`src/sv/sidec_pkg.sv`:
```
// Shared types, constants and double-dabble helpers for the signed integer
// to decimal ASCII unit. No dependencies.
package sidec_pkg;

  localparam int ValueW       = 32;
  localparam int DigitCount   = 10;
  localparam int BcdW         = 4 * DigitCount;
  localparam int BitsPerStage = 4;
  localparam int DabbleStages = ValueW / BitsPerStage;
  localparam int DigitIdxW    = $clog2(DigitCount);

  localparam logic [7:0] CharZero  = 8'd48;
  localparam logic [7:0] CharMinus = 8'd45;

  typedef struct packed {
    logic              neg;
    logic [BcdW-1:0]   bcd;
    logic [ValueW-1:0] bin;
  } dab_word_t;

  // One double-dabble step: bias every digit of 5 or more, then shift in b.
  function automatic logic [BcdW-1:0] dabble_step(input logic [BcdW-1:0] bcd,
                                                  input logic b);
    logic [BcdW-1:0] adj;
    adj = bcd;
    for (int d = 0; d < DigitCount; d++) begin
      if (adj[4*d +: 4] >= 4'd5) adj[4*d +: 4] = adj[4*d +: 4] + 4'd3;
    end
    return {adj[BcdW-2:0], b};
  endfunction

  // Consume the next BitsPerStage bits of the binary value, MSB first.
  function automatic dab_word_t dabble_stage(input dab_word_t w);
    dab_word_t r;
    r = w;
    for (int s = 0; s < BitsPerStage; s++) begin
      r.bcd = dabble_step(r.bcd, r.bin[ValueW-1]);
      r.bin = {r.bin[ValueW-2:0], 1'b0};
    end
    return r;
  endfunction

endpackage

```
`src/sv/sidec_if.sv`:
```
// Valid/ready channels of the decimal ASCII unit: integer in, characters out.
// Depends on sidec_pkg for field widths.
interface sidec_value_if;
  logic                              valid;
  logic                              ready;
  logic signed [sidec_pkg::ValueW-1:0] value;
  modport source (output valid, output value, input ready);
  modport sink   (input valid, input value, output ready);
endinterface

interface sidec_char_if;
  logic       valid;
  logic       ready;
  logic [7:0] text_char;
  logic       last_char;
  modport source (output valid, output text_char, output last_char, input ready);
  modport sink   (input valid, input text_char, input last_char, output ready);
endinterface

```
`src/sv/sidec_bcd_pipe.sv`:
```
// Binary to BCD conversion, one register stage per group of magnitude bits.
// Depends on sidec_pkg (dab_word_t, dabble_stage).
module sidec_bcd_pipe (
  input  logic                 clk,
  input  logic                 rst,
  input  logic                 in_valid,
  output logic                 in_ready,
  input  sidec_pkg::dab_word_t in_word,
  output logic                 out_valid,
  input  logic                 out_ready,
  output sidec_pkg::dab_word_t out_word
);
  import sidec_pkg::*;

  dab_word_t stg   [DabbleStages];
  logic      v     [DabbleStages];
  dab_word_t feed_w[DabbleStages];
  logic      feed_v[DabbleStages];
  logic      rdy   [DabbleStages+1];

  assign rdy[DabbleStages] = out_ready;
  assign in_ready  = rdy[0];
  assign out_valid = v[DabbleStages-1];
  assign out_word  = stg[DabbleStages-1];

  for (genvar k = 0; k < DabbleStages; k++) begin : g_stage
    if (k == 0) begin : g_head
      assign feed_w[k] = in_word;
      assign feed_v[k] = in_valid;
    end else begin : g_body
      assign feed_w[k] = stg[k-1];
      assign feed_v[k] = v[k-1];
    end

    // a stage takes a word when it is empty or its own word moves on
    assign rdy[k] = !v[k] || rdy[k+1];

    always_ff @(posedge clk) begin
      if (rst) begin
        v[k] <= 1'b0;
      end else if (rdy[k]) begin
        v[k] <= feed_v[k];
      end
    end

    always_ff @(posedge clk) begin
      if (rdy[k] && feed_v[k]) begin
        stg[k] <= dabble_stage(feed_w[k]);
      end
    end
  end

endmodule

```
`src/sv/signed_int_to_decimal_ascii_unit.sv`:
```
// Top level: signed 32-bit integer to decimal ASCII characters, MSB first.
// Depends on sidec_pkg, sidec_if.sv and sidec_bcd_pipe.
//
//   channel  dir  payload                       word
//   num      in   value[31:0] signed            one integer
//   txt      out  text_char[7:0], last_char     one character
//
// An integer passes a magnitude stage, eight BCD stages and a digit-count
// stage before the serializer takes it.
// The character serializer emits one word per cycle while txt is free: an
// integer holds it for 1 to 11 words (sign plus significant digits), which sets the rate.
// Synchronous reset empties every stage and the output register.
// A stall on txt backs up through the stages without loss; bubbles are filled.
module signed_int_to_decimal_ascii_unit (
  input logic         clk,
  input logic         rst,
  sidec_value_if.sink num,
  sidec_char_if.source txt
);
  import sidec_pkg::*;

  // magnitude stage
  logic      mag_v;
  dab_word_t mag_word;
  logic      mag_ready;
  logic      pipe_in_ready;

  // BCD pipe output
  logic      pipe_v;
  dab_word_t pipe_word;
  logic      pipe_ready;

  // digit-count stage
  logic                 cnt_v;
  logic                 cnt_neg;
  logic [BcdW-1:0]      cnt_bcd;
  logic [DigitIdxW-1:0] cnt_hi;
  logic [DigitIdxW-1:0] hi_next;

  // serializer and output register
  logic                 busy;
  logic                 sgn_pend;
  logic [DigitIdxW-1:0] idx;
  logic [BcdW-1:0]      ser_bcd;
  logic                 ser_load;
  logic                 out_free;
  logic                 emit;
  logic [3:0]           digit;
  logic [7:0]           char_next;
  logic                 last_next;
  logic                 o_valid;
  logic [7:0]           o_char;
  logic                 o_last;

  assign mag_ready = !mag_v || pipe_in_ready;
  assign num.ready = mag_ready;

  always_ff @(posedge clk) begin
    if (rst) begin
      mag_v <= 1'b0;
    end else if (mag_ready) begin
      mag_v <= num.valid;
    end
  end

  // the 32-bit unsigned magnitude also covers the most negative value
  always_ff @(posedge clk) begin
    if (mag_ready && num.valid) begin
      mag_word.neg <= num.value[ValueW-1];
      mag_word.bcd <= '0;
      mag_word.bin <= num.value[ValueW-1] ? (~num.value) + 1'b1 : num.value;
    end
  end

  sidec_bcd_pipe u_bcd_pipe (
    .clk       (clk),
    .rst       (rst),
    .in_valid  (mag_v),
    .in_ready  (pipe_in_ready),
    .in_word   (mag_word),
    .out_valid (pipe_v),
    .out_ready (pipe_ready),
    .out_word  (pipe_word)
  );

  // highest nonzero digit; zero still yields one digit
  always_comb begin
    hi_next = '0;
    for (int d = 1; d < DigitCount; d++) begin
      if (pipe_word.bcd[4*d +: 4] != 4'd0) hi_next = DigitIdxW'(d);
    end
  end

  assign pipe_ready = !cnt_v || ser_load;

  always_ff @(posedge clk) begin
    if (rst) begin
      cnt_v <= 1'b0;
    end else if (pipe_ready) begin
      cnt_v <= pipe_v;
    end
  end

  always_ff @(posedge clk) begin
    if (pipe_ready && pipe_v) begin
      cnt_neg <= pipe_word.neg;
      cnt_bcd <= pipe_word.bcd;
      cnt_hi  <= hi_next;
    end
  end

  assign out_free  = !o_valid || txt.ready;
  assign emit      = busy && out_free;
  assign last_next = !sgn_pend && (idx == '0);
  assign ser_load  = !busy || (emit && last_next);
  assign digit     = ser_bcd[{idx, 2'b00} +: 4];
  assign char_next = sgn_pend ? CharMinus : CharZero + {4'b0000, digit};

  always_ff @(posedge clk) begin
    if (rst) begin
      busy     <= 1'b0;
      sgn_pend <= 1'b0;
      idx      <= '0;
    end else if (ser_load) begin
      busy     <= cnt_v;
      sgn_pend <= cnt_v && cnt_neg;
      idx      <= cnt_v ? cnt_hi : '0;
    end else if (emit) begin
      // drop the sign first, then walk the digits down
      if (sgn_pend) begin
        sgn_pend <= 1'b0;
      end else begin
        idx <= idx - 1'b1;
      end
    end
  end

  always_ff @(posedge clk) begin
    if (ser_load && cnt_v) begin
      ser_bcd <= cnt_bcd;
    end
  end

  always_ff @(posedge clk) begin
    if (rst) begin
      o_valid <= 1'b0;
    end else if (out_free) begin
      o_valid <= emit;
    end
  end

  always_ff @(posedge clk) begin
    if (emit) begin
      o_char <= char_next;
      o_last <= last_next;
    end
  end

  assign txt.valid     = o_valid;
  assign txt.text_char = o_char;
  assign txt.last_char = o_last;

  a_minus_not_last: assert property (@(posedge clk) disable iff (rst)
    o_valid && (o_char == CharMinus) |-> !o_last)
    else $error("minus sign flagged as last character");

  a_char_legal: assert property (@(posedge clk) disable iff (rst)
    o_valid |-> (o_char == CharMinus) ||
                ((o_char >= CharZero) && (o_char <= CharZero + 8'd9)))
    else $error("character is neither a digit nor a minus sign");

  a_idx_range: assert property (@(posedge clk) disable iff (rst)
    busy |-> idx <= DigitIdxW'(DigitCount - 1))
    else $error("digit index beyond the BCD word");

  a_minus_then_digit: assert property (@(posedge clk) disable iff (rst)
    o_valid && txt.ready && (o_char == CharMinus) |=> o_valid && (o_char != CharMinus))
    else $error("minus sign not followed at once by a digit");

endmodule

```
`src/flat_wrapper.sv`:
```
// flat-port wrapper written by rule: the top's interface ports become plain ports
module signed_int_to_decimal_ascii_unit_flat import sidec_pkg::*;
  (clk, rst, num_valid, num_value, num_ready, txt_valid, txt_text_char, txt_last_char, txt_ready);
  sidec_value_if num_i ();
  sidec_char_if txt_i ();
  input logic clk;
  input logic rst;
  input wire logic [$bits(num_i.valid)-1:0] num_valid;
  input wire logic [$bits(num_i.value)-1:0] num_value;
  output wire logic [$bits(num_i.ready)-1:0] num_ready;
  output wire logic [$bits(txt_i.valid)-1:0] txt_valid;
  output wire logic [$bits(txt_i.text_char)-1:0] txt_text_char;
  output wire logic [$bits(txt_i.last_char)-1:0] txt_last_char;
  input wire logic [$bits(txt_i.ready)-1:0] txt_ready;
  assign num_i.valid = num_valid;
  assign num_i.value = num_value;
  assign num_ready = num_i.ready;
  assign txt_valid = txt_i.valid;
  assign txt_text_char = txt_i.text_char;
  assign txt_last_char = txt_i.last_char;
  assign txt_i.ready = txt_ready;
  signed_int_to_decimal_ascii_unit u_core (.clk(clk), .rst(rst), .num(num_i), .txt(txt_i));
endmodule
```
`config.mk`:
```
export PLATFORM = sky130hd
export DESIGN_NAME = signed_int_to_decimal_ascii_unit_flat
export DESIGN_NICKNAME = d
export VERILOG_FILES = /design/src/sv/sidec_pkg.sv /design/src/sv/sidec_if.sv /design/src/sv/sidec_bcd_pipe.sv /design/src/sv/signed_int_to_decimal_ascii_unit.sv /design/src/flat_wrapper.sv
export SDC_FILE = /design/constraint.sdc
export NUM_CORES = 1
export LEC_CHECK = 0
export BUFFER_PORTS_ARGS = -buffer_cell sky130_fd_sc_hd__buf_2
export CORE_ASPECT_RATIO = 0.9
export CORE_MARGIN = 2
export CORE_UTILIZATION = 45
export DETAILED_ROUTE_END_ITERATION = 10
export GPL_TIMING_DRIVEN = 0
export SETUP_SLACK_MARGIN = 0.4
export SLEW_MARGIN = 40
export SYNTH_ARGS = -nofsm -noshare
export SYNTH_HDL_FRONTEND = slang
export SYNTH_HIERARCHICAL = 1
export SYNTH_SLANG_ARGS = --single-unit
```
`constraint.sdc`:
```
create_clock -name clk -period 7.3 [get_ports clk]
set_clock_uncertainty 0.2 [all_clocks]
set_input_delay 0.365 -clock clk [delete_from_list [all_inputs] [get_ports clk]]
set_output_delay 0.365 -clock clk [all_outputs]
set_load 0.005 [all_outputs]
```
==> flow_metrics.env <==
export IMPL_die_w_um=369.2
export IMPL_drcViolationCount=0
export IMPL_cts_root_buf="clkbuf_16"
export IMPL_dieArea_mm2=0.1228
export IMPL_io_pins=47
export IMPL_clock_fmax_mhz=165.8
export IMPL_powerDensity_mw_per_mm2=274.5
export IMPL_cts_sinks=581
export IMPL_status="finished clean"
export IMPL_htreeDepth=3
export IMPL_gp_congestion=0.8519
export IMPL_hold_path_class="flop to flop"
export IMPL_vdd_drop_max_v=0.0001938
export IMPL_die_height_um=332.7
export IMPL_fillers=11120
export IMPL_cp_end_kind="output port"
export IMPL_drive_gt1_frac=0.07999
export IMPL_dpl_cell_count=8199
export IMPL_grt_ovfl_total=0
export IMPL_dpl_cell_area_mm2=0.05725
export IMPL_synthToLayoutAreaGrowth_pct=11.35
export IMPL_core_rowCount=120
export IMPL_wl_per_cell_um=14.10
export IMPL_postSynthCellCount=6407
export IMPL_postRouteAntennaNets=0
export IMPL_synth_area_per_cell_um2=8.429
export IMPL_grt_pass1_vias=42430
export IMPL_vias_per_cell=5.646
export IMPL_drt_iter0_drc=3571
export IMPL_path_max_fanout=10
export IMPL_dp_hpwl_um=88540
export IMPL_setup_viol=0
export IMPL_maxCapViolCount=0
export IMPL_layout_min_cycle_time_ns=6.033
export IMPL_leakage_nw=22.25
export IMPL_finalHoldViolations=0
export IMPL_portBuffers=43
export IMPL_worstSkewPairLatency_ns=0.66
export IMPL_grt_antenna_before_repair=0
export IMPL_layout_nets=7043
export IMPL_stdcell_area_mm2=0.06013
export IMPL_dr_pass1_iters=6
export IMPL_finalMaxSlewViolations=0
export IMPL_postRouteWirelength_um=118100
export IMPL_post_cts_resized=0
export IMPL_grt_max_degree=43
export IMPL_grt_pass1_wl_um=198300
export IMPL_grt_util_all_layers=0.1859
export IMPL_syn_cell_area_mm2=0.05401
export IMPL_cts_clk_slew_worst_paths_ns=0.06
export IMPL_worst_pin_slew_ns=0.8115
export IMPL_rsz0062_at_grt="false"
export IMPL_instances_no_fill=8374
export IMPL_coreArea_mm2=0.1191
export IMPL_arrival_ns=5.47
export IMPL_path_class="flop to output port"
export IMPL_num_vias=47280
export IMPL_fin_total_pwr_mw=16.50
export IMPL_utilization=0.5050
export IMPL_cts_tree="done"
export IMPL_period_share=0.8264
export IMPL_clockBufferDepth=3
export IMPL_required_ns=6.73
export IMPL_start_kind="flop"
export IMPL_timing_slew_headroom=0.4435
export IMPL_antenna_cells=0
export IMPL_start_util=0.4536
export IMPL_yosysWarnings=6
export IMPL_cts_buffers=74
-- metal layers --
metal / up-vias / share of wire / GRT usage
met5: - / 0 / 0
met4: 0 / 0.029 / 0.06157
met3: 191 / 0.032 / 0.02184
met2: 826 / 0.49 / 0.3299
met1: 21790 / 0.45 / 0.2330
li1: 24470 / - / -
-- flip-flops by register name (all words and copies together), names as in the netlist --
register               count
u_core/txt.last_char       1
u_core/cnt_hi              4
u_core/sgn_pend            1
u_core/mag_word           33
u_core/idx                 4
u_core/u_bcd_pipe/stg    440
u_core/cnt_bcd            40
u_core/cnt_v               1
u_core/u_bcd_pipe/v        8
u_core/busy                1
u_core/txt.valid           1
u_core/txt.text_char       5
u_core/ser_bcd            40
u_core/mag_v               1
u_core/cnt_neg             1
-- per-stage QoR --
step / setup WS (ns) / TNS, ns / hold slack, ns
floorplan: 1.506 / 0 / 0.2003
CTS: 1.192 / 0 / 0.2100
finish: 1.267 / 0 / 0.2149
global placement: -1.209 / -124.14 / 0.2008
global route: 0.7132 / 0 / 0.2177
detailed placement: 1.737 / 0 / 0.2045
-- layout by cell type, fill, tap and decap left out, drive strengths merged, types with 137 or more instances in the layout --
cell type / instances
mux2i: 212
xnor2: 284
nor3: 137
o21ai: 639
nor2: 595
a21oi: 678
nand2: 607
ha: 276
edfxtp: 572
nand2b: 155
inv: 382
conb: 141
clkbuf: 235
mux2: 140
-- final cells by class --
type                            instances  area, um2  share of cell area
Inverter                              381       1430             0.02378
Timing Repair Buffer                  109       1051             0.01748
Clock inverter                         49      550.5            0.009155
Multi-Input combinational cell       5402      35140              0.5844
Tap cell                             1586       1984             0.03300
Sequential cell                       581      17360              0.2886
Clock buffer                           84       1889             0.03142
Buffer                                182      730.7             0.01215
-- what timing repair did --
action                                 4_1_cts  5_1_grt
hold buffers                                40        0
buffers inserted                             0        0
endpoints found under the hold margin       42        0
-- worst max-delay path, stage by stage (launching register included) --
cell and delay, ns:
dfxtp_1 0.31, clkbuf_1 0.44, clkbuf_1 0.51, inv_1 0.15, ha_1 0.23, nor4b_2 0.18, a21boi_1 0.57, nand2_1 0.16
nor2b_1 0.64, nand3_1 0.19, nor2_1 0.43, nand3_1 0.19, nor2_1 0.32, nand2_1 0.15, nand2b_1 0.20, buf_2 0.16
-- worst paths after layout --
kind | start | to | slack [ns] | cells past startpoint
worst max-delay path | u_core/idx[0]$_SDFFE_PP0P_ | num_ready | 1.27 | 15
worst min-delay path | u_core/u_bcd_pipe/stg[0][208]$_DFFE_PP_ | u_core/u_bcd_pipe/stg[1][17]$_DFFE_PP_ | 0.21 | 0
worst max register to register | u_core/idx[0]$_SDFFE_PP0P_ | u_core/u_bcd_pipe/stg[0][67]$_DFFE_PP_ | 1.71 | 15
worst min register to register | u_core/u_bcd_pipe/stg[0][208]$_DFFE_PP_ | u_core/u_bcd_pipe/stg[1][17]$_DFFE_PP_ | 0.21 | 0
-- power breakdown --
| group | total, mW | leakage [nW] | switching [mW] | internal [mW] |
|---|---|---|---|---|
| logic | 8.49 | 15.7 | 5.05 | 3.44 |
| clock network | 3.66 | 1.18 | 1.49 | 2.17 |
| registers | 4.36 | 5.33 | 0.130 | 4.23 |
Power figures use the tool's default switching activity.
